### src/hdl/sfc_pkg.sv
// ============================================================================
// sfc_pkg
// Shared constants and types for the sfc32 random-range generator.
// ============================================================================
package sfc_pkg;

    localparam int unsigned WARMUP_STEPS = 15;
    localparam int unsigned WARM_W       = 4;

    localparam logic [31:0] INIT_A       = 32'h36ae_f51a;
    localparam logic [31:0] INIT_B       = 32'h21d4_b3eb;
    localparam logic [31:0] INIT_C       = 32'hf251_7abf;
    localparam logic [31:0] DEFAULT_SEED = 32'd352124;
    localparam logic [31:0] RAW_MASK     = 32'h7fff_ffff;

    localparam int unsigned RAW_W  = 31;
    localparam int unsigned WORD_W = 32;
    localparam int unsigned SPAN_W = 33;
    localparam int unsigned PROD_W = 64;
    localparam int unsigned FRAC_SHIFT = 31;

    // One draw from the generator as handed to the mapping pipeline.
    typedef struct packed {
        logic [RAW_W-1:0]  raw;
        logic [WORD_W-1:0] count;
    } sfc_draw_t;

    // Generator status seen by the top level.
    typedef struct packed {
        logic busy;
    } sfc_status_t;

endpackage

### src/hdl/sfc_core.sv
// ============================================================================
// sfc_core
// Generator state, seeding with warm-up, and one draw per accepted request.
// ============================================================================
module sfc_core (
    input  logic                    clk,
    input  logic                    rst_n,
    input  logic                    seed_write,
    input  logic [31:0]             seed_value,
    input  logic                    draw_take,
    output sfc_pkg::sfc_draw_t      draw,
    output sfc_pkg::sfc_status_t    status
);
    import sfc_pkg::*;

    logic [WORD_W-1:0] mix_a_reg, mix_a_next;
    logic [WORD_W-1:0] mix_b_reg, mix_b_next;
    logic [WORD_W-1:0] mix_c_reg, mix_c_next;
    logic [WORD_W-1:0] count_reg, count_next;
    logic [WARM_W-1:0] warm_reg, warm_next;

    logic [WORD_W-1:0] sum_t;
    logic [WORD_W-1:0] adv_a;
    logic [WORD_W-1:0] adv_b;
    logic [WORD_W-1:0] adv_c;
    logic [WORD_W-1:0] adv_count;
    logic              warming;

    assign warming   = (warm_reg != '0);
    assign sum_t     = mix_a_reg + mix_b_reg + count_reg;
    assign adv_count = count_reg + 32'd1;
    assign adv_a     = mix_b_reg ^ (mix_b_reg >> 9);
    assign adv_b     = mix_c_reg + (mix_c_reg << 3);
    assign adv_c     = {mix_c_reg[10:0], mix_c_reg[31:11]} + sum_t;

    always_comb
    begin
        mix_a_next = mix_a_reg;
        mix_b_next = mix_b_reg;
        mix_c_next = mix_c_reg;
        count_next = count_reg;
        warm_next  = warm_reg;
        if (seed_write)
        begin
            mix_a_next = INIT_A;
            mix_b_next = INIT_B;
            mix_c_next = INIT_C;
            count_next = seed_value;
            warm_next  = WARM_W'(WARMUP_STEPS);
        end
        else if (warming || draw_take)
        begin
            // Warm-up steps and real draws advance the state identically.
            mix_a_next = adv_a;
            mix_b_next = adv_b;
            mix_c_next = adv_c;
            count_next = adv_count;
            if (warming)
            begin
                warm_next = warm_reg - WARM_W'(1);
            end
        end
    end

    always_ff @(posedge clk or negedge rst_n)
    begin
        if (!rst_n)
        begin
            mix_a_reg <= INIT_A;
            mix_b_reg <= INIT_B;
            mix_c_reg <= INIT_C;
            count_reg <= DEFAULT_SEED;
            warm_reg  <= WARM_W'(WARMUP_STEPS);
        end
        else
        begin
            mix_a_reg <= mix_a_next;
            mix_b_reg <= mix_b_next;
            mix_c_reg <= mix_c_next;
            count_reg <= count_next;
            warm_reg  <= warm_next;
        end
    end

    assign draw.raw    = sum_t[RAW_W-1:0] & RAW_MASK[RAW_W-1:0];
    assign draw.count  = adv_count;
    assign status.busy = warming;

endmodule

### config.mk
export PLATFORM = sky130hd
export DESIGN_NAME = sfc_core
export DESIGN_NICKNAME = d
export VERILOG_FILES = /design/src/hdl/sfc_pkg.sv /design/src/hdl/sfc_core.sv
export SDC_FILE = /design/constraint.sdc
export NUM_CORES = 1
export LEC_CHECK = 0
export ABC_CLOCK_PERIOD_IN_PS = 8000
export BUFFER_PORTS_ARGS = -buffer_cell sky130_fd_sc_hd__buf_2
export CAP_MARGIN = 30
export CORE_UTILIZATION = 45
export CTS_BUF_LIST = sky130_fd_sc_hd__clkbuf_8
export DETAILED_ROUTE_END_ITERATION = 8
export SYNTH_ARGS = -nofsm -noshare
export SYNTH_HDL_FRONTEND = slang
export SYNTH_SLANG_ARGS = --single-unit
### constraint.sdc
create_clock -name clk -period 8 [get_ports clk]
set_clock_uncertainty 0.05 [all_clocks]
set_input_delay 0 -clock clk [delete_from_list [all_inputs] [get_ports clk]]
set_output_delay 0 -clock clk [all_outputs]
set_load 0.05 [all_outputs]
==> results of run 1 <==
cell usage in the layout (no fill, tap or decap), types with 3 or more instances in the layout:
cell and instances:
a2111oi_0 4, a211o_1 11, a211oi_1 18, a21o_1 47, a21oi_1 105, a21oi_2 4
a22o_1 3, a31oi_1 6, and2_1 3, and3_1 18, and4_1 6, buf_2 97
buf_4 8, clkbuf_8 19, clkinvlp_4 4, dfrtp_1 60, dfstp_2 72, dlygate4sd3_1 34
fa_1 34, ha_1 97, inv_1 21, nand2_1 162, nand2b_1 8, nand3_1 35
nand3b_1 3, nand4_1 12, nor2_1 114, nor2b_1 14, nor3_1 21, o211ai_1 16
o21a_1 11, o21ai_0 55, o21ai_1 36, o21bai_1 13, o31a_1 3, o31ai_1 6
or3_1 6, xnor2_1 95, xor2_1 76
timing repair:
action,in CTS,in global routing
buffers inserted,0,0
endpoints found under the hold margin,116,0
hold buffers,34,0
through the flow:
step           hold WS [ns]  setup slack [ns]  cell area (um^2)
2_1_floorplan        -0.346              1.65             11200
3_3_place_gp        -0.0143              1.79             12000
3_5_place_dp        -0.0186              1.76             12000
4_1_cts              0.0494              1.72             12700
5_1_grt              0.0570              1.19             12800
6_report             0.0104              1.67             12800
worst min path at each step:
stage,start,end,cells after the start,slack (ns)
after floorplan,rst_n,count_reg[0]$_DFFE_PN0P_,0,-0.35
after global placement,rst_n,mix_a_reg[0]$_DFFE_PN0P_,1,-0.01
after detailed placement,rst_n,mix_a_reg[0]$_DFFE_PN0P_,1,-0.02
after CTS,rst_n,mix_a_reg[0]$_DFFE_PN0P_,2,0.05
after global routing,rst_n,count_reg[0]$_DFFE_PN0P_,2,0.06
final,rst_n,count_reg[0]$_DFFE_PN0P_,2,0.01
metal layers:
layer / GRT usage / wire (um) / part of all wire / vias to the layer above
met3: 0.0426 / 1650 / 0.052 / 39
li1: - / - / - / 4752
met5: 0 / 0 / 0 / -
met4: 0.0853 / 854 / 0.027 / 0
met2: 0.385 / 13700 / 0.43 / 250
met1: 0.377 / 15700 / 0.49 / 4562
kinds of logic (layout without fill, tap and decap cells):
kind of cell | count (synthesis) | count (layout)
adders and majority gates | 131 | 131
AOI/OAI and AO/OA | 362 | 362
buffers and inverters | 68 | 193
DFF | 132 | 132
xor gates and xnor gates | 171 | 171
and+or+nand+nor | 413 | 413
muxes | 2 | 2
cell type report:
cell class	count	area [um^2]	share of cell area
clock buffer	19	262	0.0205
clock inverter	13	124	0.00970
inverter	20	75.1	0.00588
multi-input combinational	1079	7580	0.594
sequential	132	3390	0.266
tap	324	405	0.0318
timing repair buffer	141	925	0.0724
worst max-delay path: stages, from the launching register on:
cell	delay (ns)
dfstp_2	0.57
fa_1	0.42
ha_1	0.24
fa_1	0.43
a211oi_1	0.25
nor2_1	0.11
a311o_1	0.36
a21oi_1	0.22
a21oi_1	0.17
nand2_1	0.15
nand2b_1	0.07
a21oi_1	0.24
o21bai_1	0.09
a21oi_1	0.18
xnor2_1	0.23
ha_1	0.36
o21ai_0	0.17
nor2_1	0.08
o31a_1	0.28
o41a_1	0.46
o21a_1	0.20
nor2_2	0.11
o21ai_1	0.13
a2111oi_2	0.38
mux2i_1	0.22
nand3_1	0.09
==> flow_summary_export.csv, run 1 <==
group,metric,value,unit
cells_and_area,post-route-util,0.523,
logic_synthesis,synthAdderAreaFrac,0.169,
logic_synthesis,synth_compound_gate_area_share,0.206,
detailed_routing,route.detailed.drc,0,
global_route,grt_overflow,0,
min_path,min_path_type,"in -> async",
timing,tns,0,ns
worst_setup_path,crit_start,"mix_b_reg[1]$_DFFE_PN1P_",
clock_network,clk_transition_reported_paths,0.09,ns
worst_setup_path,cp.arrival,6.65,ns
logic_synthesis,synth_cell_types,64,
cells_and_area,instances_no_fill,1728,
worst_setup_path,cp-endpoint,"mix_c_reg[29]$_DFFE_PN1P_",
worst_setup_path,r2r-start,"mix_b_reg[1]$_DFFE_PN1P_",
global_route,grt_pass1_wl,51200,um
floorplan,fp-row-count,57,
worst_setup_path,critical_path_class,"reg -> reg",
global_route,first_global_vias,9137,
detailed_routing,wl,31900,um
timing,tightest_slew,0.889,ns
timing,slew-limit-headroom,0.408,
placement,io_buffers,99,
worst_setup_path,r2r_end,"mix_c_reg[29]$_DFFE_PN1P_",
cells_and_area,nets,1558,
timing,fin_crit_sh,0.791,
worst_setup_path,start_kind,"register",
global_route,grt_max_degree,81,
placement,routabilityCongestion,0.903,
logic_synthesis,postSynthCellCount,1279,
cells_and_area,syn_to_final_growth,13.8,%
run,maxCapViolCount,0,
timing,period_needed,6.33,ns
logic_synthesis,netlist.area_leader.share,0.169,
logic_synthesis,synthTopCellsByCount,"nand2_1, nor2_1, a21oi_1, ha_1, xnor2_1",
cells_and_area,drive_gt1_frac,0.157,
cells_and_area,fillers,2416,
detailed_routing,drt_iter0_drc,556,
logic_synthesis,synth_top_area_cell,"dfstp_2",
logic_synthesis,synth_top_family_by_area,"compound AO/OA/AOI/OAI gates",
logic_synthesis,synth_mux_area_frac,0.00179,
worst_setup_path,critPathMaxFanout,6,
logic_synthesis,synth-edff-count,0,
detailed_routing,wl_per_cell,18.5,um
logic_synthesis,synth_ff_type,"dfstp_2",
worst_setup_path,reg2reg_slack,1.67,ns
logic_synthesis,syn_area,11200,um^2
cells_and_area,n_antenna_cell,0,
logic_synthesis,seq_area_frac_synth,0.303,
placement,dp_cells,1661,
clock_network,cts.sinks,132,
floorplan,core,24400,um^2
worst_setup_path,cp.required,8.32,ns
clock_network,cts_made_buffers,17,
clock_network,clock-root-buffer,"clkbuf_8",
detailed_routing,viasPerCell,5.56,
logic_synthesis,ys_async_sr_fraction,1.00,
timing,clock.fmax,158,MHz
clock_network,cts_tree,"yes",
status,status,"finished clean",
logic_synthesis,synth_xor_xnor_area_share,0.134,
floorplan,initial_core_util,0.460,
logic_synthesis,yosys_warnings,0,
timing,hold_viol_final,0,
clock_network,h-tree-depth,4,
timing,grt_setup_unrepaired,"no",
logic_synthesis,synth-simple-area-share,0.164,
detailed_routing,vias,9603,
timing,finalMaxSlewViolations,0,
clock_network,cts.repair.resized,0,
floorplan,fp.dieH,160,um
logic_synthesis,ys_seq_elements,132,
global_route,antenna_found_initial,0,
worst_setup_path,reg2reg_depth,25,
timing,setup_viol_count_final,0,
detailed_routing,drtAntennaViolNets,0,
detailed_routing,firstDrtPassIters,5,
worst_setup_path,end_kind,"register",
logic_synthesis,avgSynthCellArea,8.77,um^2
placement,place_hpwl,23600,um
floorplan,die-area,25600,um^2
floorplan,die_w,160,um
logic_synthesis,synth.top_cells.by_area,"dfstp_2, dfrtp_1, ha_1",
logic_synthesis,synthMostInstantiatedCell,"nand2_1",
floorplan,ioPinCount,100,
global_route,grt.total_usage,0.258,
clock_network,cts_max_path_buffers,2,
logic_synthesis,syn_nets,1446,
clock_network,clkLatencyLatePin,0.46,ns
Power of run 1 is not shown: default switching activity piles up to over one toggle a cycle in this logic, so the estimate is an artifact.
==> run 2: changes to the inputs <==
- ABC_CLOCK_PERIOD_IN_PS: 8000 -> 5350
- PLACE_DENSITY: not set -> 0.65
- clock period: 8 -> 5.35 ns (I/O delays scaled with it)
==> run 2 against run 1 <==
Effect of this change: utilization up 5.8 points; critical endpoint is now mix_c_reg[31]$_DFFE_PN1P_; hold slack better by 0.012 ns; count of clock-buffer cells in the layout down 1; setup slack worse by 1.9 ns; the run now ends with negative setup slack left.
==> flow_summary_export.csv, run 2 (synthesized netlist as in run 1, its figures left out) <==
group,metric,value,unit
floorplan,fp-row-count,57,
detailed_routing,wl_per_cell,18.3,um
cells_and_area,post-route-util,0.582,
cells_and_area,fillers,2144,
worst_setup_path,cp-endpoint,"mix_c_reg[31]$_DFFE_PN1P_",
detailed_routing,wl,34100,um
clock_network,cts_tree,"yes",
worst_setup_path,path_buf_inv,2,
clock_network,clock-root-buffer,"clkbuf_8",
run,maxCapViolCount,0,
placement,routabilityCongestion,0.888,
worst_setup_path,cp.arrival,5.91,ns
timing,tightest_slew,0.846,ns
global_route,grt_pass1_wl,53900,um
worst_setup_path,end_kind,"register",
timing,finalMaxSlewViolations,0,
global_route,grt_max_degree,90,
clock_network,cts.sinks,132,
worst_setup_path,cp.required,5.68,ns
cells_and_area,n_antenna_cell,0,
worst_setup_path,reg2reg_slack,-0.22,ns
clock_network,clkLatencyLatePin,0.46,ns
cells_and_area,mostFrequentLayoutCells,"nand2_1, buf_4, nor2_1, buf_2, ha_1",
worst_setup_path,reg2reg_depth,25,
detailed_routing,vias,10308,
detailed_routing,drt_iter0_drc,801,
floorplan,core,24400,um^2
clock_network,cts_made_buffers,17,
global_route,antenna_found_initial,0,
min_path,min_path_type,"in -> reg",
floorplan,initial_core_util,0.460,
timing,tns,-0.556,ns
worst_setup_path,slowest_stage,"dfstp_2",
timing,fin_crit_sh,1.04,
global_route,first_global_vias,9916,
timing,period_needed,5.57,ns
worst_setup_path,critical_path_class,"reg -> reg",
placement,place_hpwl,24900,um
clock_network,cts_max_path_buffers,2,
worst_setup_path,path_common_cell,"a21oi_2",
timing,clock.fmax,179,MHz
worst_setup_path,crit_cells,25,
floorplan,ioPinCount,100,
timing,setup_ws,-0.224,ns
cells_and_area,syn_to_final_growth,26.5,%
clock_network,clk_transition_reported_paths,0.09,ns
placement,io_buffers,99,
floorplan,die-area,25600,um^2
detailed_routing,firstDrtPassIters,5,
clock_network,h-tree-depth,4,
worst_setup_path,critPathMaxFanout,3,
floorplan,die_w,160,um
timing,hold_viol_final,0,
global_route,grt.total_usage,0.269,
timing,grt_setup_unrepaired,"yes",
worst_setup_path,crit_family,"compound AO/OA/AOI/OAI gates",
cells_and_area,drive_gt1_frac,0.256,
timing,setup_viol_count_final,4,
worst_setup_path,crit_start,"mix_a_reg[1]$_DFFE_PN1P_",
global_route,grt_overflow,0,
detailed_routing,drtAntennaViolNets,0,
status,status,"finished, violations left",
timing,timing.hold.ws,0.0221,ns
detailed_routing,route.detailed.drc,0,
detailed_routing,viasPerCell,5.53,
worst_setup_path,r2r-start,"mix_a_reg[1]$_DFFE_PN1P_",
status,failed_checks,"negative setup slack",
cells_and_area,final_common_cell,"nand2_1",
worst_setup_path,r2r_end,"mix_c_reg[31]$_DFFE_PN1P_",
worst_setup_path,start_kind,"register",
worst_setup_path,slowest_delay,0.55,ns
floorplan,fp.dieH,160,um
cells_and_area,nets,1694,
timing,slew-limit-headroom,0.436,
-- run 2: through the flow --
step | std cells | area [um^2] | setup slack (ns)
CTS | 1861 | 14000 | -0.210
global placement | 1768 | 13000 | -0.388
finish | 1864 | 14200 | -0.224
floorplan | 1279 | 11400 | -0.428
detailed placement | 1768 | 13000 | -0.452
global route | 1864 | 14200 | -0.499
-- run 2: metal layers --
layer  part of all wire  track usage  up-vias
met5                  0            0        -
met2               0.44        0.418      293
met1               0.48        0.381     4934
met4              0.034        0.107        0
li1                   -            -     5025
met3              0.044       0.0332       56
-- run 2: worst min-delay path by stage --
stage                     cells past startpoint                   endpoint  startpoint  slack, ns
after CTS                                     3  count_reg[20]$_DFFE_PN0P_  seed_write     0.0002
after floorplan                               0   count_reg[0]$_DFFE_PN0P_       rst_n      -0.35
after global routing                          3  count_reg[20]$_DFFE_PN0P_  seed_write       0.05
final                                         3  count_reg[26]$_DFFE_PN0P_  seed_write       0.02
after global placement                        1   mix_a_reg[7]$_DFFE_PN0P_       rst_n       0.07
after detailed placement                      1   mix_a_reg[5]$_DFFE_PN0P_       rst_n       0.08
-- run 2: timing repair --
action / 4_1_cts / 5_1_grt
hold buffers: 54 / 0
pin swaps: 23 / 34
setup endpoints to repair: 10 / 14
resized for setup: 11 / 36
buffers inserted: 7 / 4
hold endpoints to repair: 70 / 0
-- run 2: final cells by class --
| cell class | instances | area [um^2] | area share |
|---|---|---|---|
| multi-input combinational | 1079 | 7930 | 0.559 |
| clock inverter | 14 | 139 | 0.00979 |
| timing repair buffer | 277 | 2000 | 0.141 |
| sequential | 132 | 3390 | 0.239 |
| inverter | 20 | 75.1 | 0.00529 |
| clock buffer | 18 | 248 | 0.0175 |
| tap | 324 | 405 | 0.0286 |
-- run 2: tightest hold or removal path: stages --
cell and delay (ns):
buf_4 0.30, nand2_1 0.13, o21ai_1 0.05
Power of run 2 is left out for the same reason.
==> run 3: changes to the inputs <==
- ABC_CLOCK_PERIOD_IN_PS: 5350 -> 6500
- PLACE_DENSITY: 0.65 -> not set
- clock period: 5.35 -> 6.5 ns (I/O delays scaled with it)
==> run 3 against run 2 <==
Effect of this change: the run ends with negative hold slack left; non-clock buffer count shrank 136; register-to-register slack better by 0.60 ns; global-route usage is 1.3 points lower; maximum frequency down 8.9%; critical endpoint is now mix_c_reg[29]$_DFFE_PN1P_.
==> flow_summary_export.csv, run 3 (synthesized netlist as in run 1, its figures left out) <==
group,metric,value,unit
detailed_routing,viasPerCell,5.55,
clock_network,cts_tree,"yes",
worst_setup_path,slowest_delay,0.57,ns
floorplan,fp.dieH,160,um
global_route,antenna_found_initial,0,
timing,hold_viol_final,1,
timing,setup_viol_count_final,0,
cells_and_area,nets,1558,
timing,tns,0,ns
clock_network,clk_transition_reported_paths,0.09,ns
cells_and_area,syn_to_final_growth,14.3,%
worst_setup_path,end_kind,"register",
detailed_routing,drtAntennaViolNets,0,
timing,fin_crit_sh,0.942,
timing,finalMaxSlewViolations,0,
timing,tightest_slew,0.760,ns
timing,slew-limit-headroom,0.493,
status,status,"finished, violations left",
global_route,grt_max_degree,127,
clock_network,clkLatencyLatePin,0.46,ns
clock_network,cts_made_buffers,17,
worst_setup_path,path_common_cell,"a21oi_2",
timing,clock.fmax,163,MHz
min_path,min_path_type,"in -> reg",
global_route,grt_pass1_wl,51000,um
clock_network,cts.sinks,132,
detailed_routing,firstDrtPassIters,5,
placement,routabilityCongestion,0.887,
detailed_routing,wl,31700,um
worst_setup_path,path_buf_inv,0,
cells_and_area,drive_gt1_frac,0.164,
floorplan,core,24400,um^2
worst_setup_path,critical_path_class,"reg -> reg",
timing,period_needed,6.12,ns
global_route,grt_overflow,0,
detailed_routing,drt_iter0_drc,672,
clock_network,cts_max_path_buffers,2,
global_route,first_global_vias,9055,
clock_network,h-tree-depth,4,
detailed_routing,vias,9599,
floorplan,die_w,160,um
cells_and_area,mostFrequentLayoutCells,"nand2_1, nor2_1, a21oi_1, ha_1, buf_2",
placement,place_hpwl,23300,um
floorplan,die-area,25600,um^2
worst_setup_path,cp.required,6.82,ns
floorplan,fp-row-count,57,
timing,grt_setup_unrepaired,"no",
worst_setup_path,cp.arrival,6.44,ns
detailed_routing,wl_per_cell,18.4,um
run,maxCapViolCount,0,
global_route,grt.total_usage,0.256,
status,failed_checks,"negative hold slack",
floorplan,ioPinCount,100,
detailed_routing,route.detailed.drc,0,
worst_setup_path,start_kind,"register",
timing,timing.hold.ws,-0.00172,ns
cells_and_area,n_antenna_cell,0,
cells_and_area,final_common_cell,"nand2_1",
floorplan,initial_core_util,0.460,
clock_network,clock-root-buffer,"clkbuf_8",
worst_setup_path,slowest_stage,"dfstp_2",
worst_setup_path,crit_family,"compound AO/OA/AOI/OAI gates",
worst_setup_path,critPathMaxFanout,5,
placement,io_buffers,99,
[run 3: changes by cell type in the layout (fill, tap and decap cells not counted), moves of 7 or more]
cell           previous run  this run
a21oi_1                  90       101
buf_4                   122         7
dlygate4sd3_1            54        35
a21oi_2                  18         8
o21ai_2                   7         0
[run 3: cell type report]
| cell class | instances | area, um^2 |
|---|---|---|
| clock buffers | 18 | 248 |
| fillers | 2368 | 11600 |
| repair buffers | 141 | 920 |
| inverters | 20 | 75.1 |
| multi-input cells | 1079 | 7610 |
| flip-flops and latches | 132 | 3390 |
| clock inverters | 14 | 164 |
| well taps | 324 | 405 |
[run 3: per-layer routing]
metal	vias to the layer above	track usage	part of all wire	routed length, um
met2	213	0.384	0.44	13800
met3	37	0.0361	0.039	1240
met4	0	0.0745	0.021	672
met1	4596	0.383	0.50	16000
met5	-	0	0	0
li1	4753	-	-	-
[run 3: timing repair]
item | 4_1_cts | 5_1_grt
buffers inserted | 0 | 1
hold buffers | 35 | 0
hold endpoints to repair | 109 | 0
setup endpoints to repair | 0 | 4
resized for setup | 0 | 8
[run 3: worst min-delay path, stage by stage]
cell and delay [ns]:
buf_4 0.29, nand2_1 0.13, o21ai_1 0.06
[run 3: worst paths after layout]
check | startpoint | to | slack [ns] | cells after the start
setup / recovery | mix_b_reg[1]$_DFFE_PN1P_ | mix_c_reg[29]$_DFFE_PN1P_ | 0.38 | 25
hold / removal | seed_write | count_reg[12]$_DFFE_PN1P_ | -0.002 | 3
setup reg to reg | mix_b_reg[1]$_DFFE_PN1P_ | mix_c_reg[29]$_DFFE_PN1P_ | 0.38 | 25
hold reg to reg | mix_a_reg[29]$_DFFE_PN1P_ | mix_a_reg[29]$_DFFE_PN1P_ | 0.46 | 2
max in group asynchronous | rst_n | count_reg[25]$_DFFE_PN0P_ | 5.10 | 3
min in group asynchronous | rst_n | mix_b_reg[11]$_DFFE_PN0P_ | 0.10 | 2
[run 3: per-stage QoR]
step | hold WS, ns | setup slack (ns) | util | instance area (um^2) | std cells
2_1_floorplan | -0.346 | 0.147 | - | 11200 | 1279
3_3_place_gp | 0.0476 | 0.309 | 0.493 | 12000 | 1660
3_5_place_dp | 0.0447 | 0.174 | 0.493 | 12000 | 1660
4_1_cts | 0.000693 | 0.134 | 0.524 | 12800 | 1727
5_1_grt | 0.0355 | 0.0197 | 0.526 | 12800 | 1728
6_report | -0.00172 | 0.379 | 0.526 | 12800 | 1728
Power of run 3 is left out for the same reason.
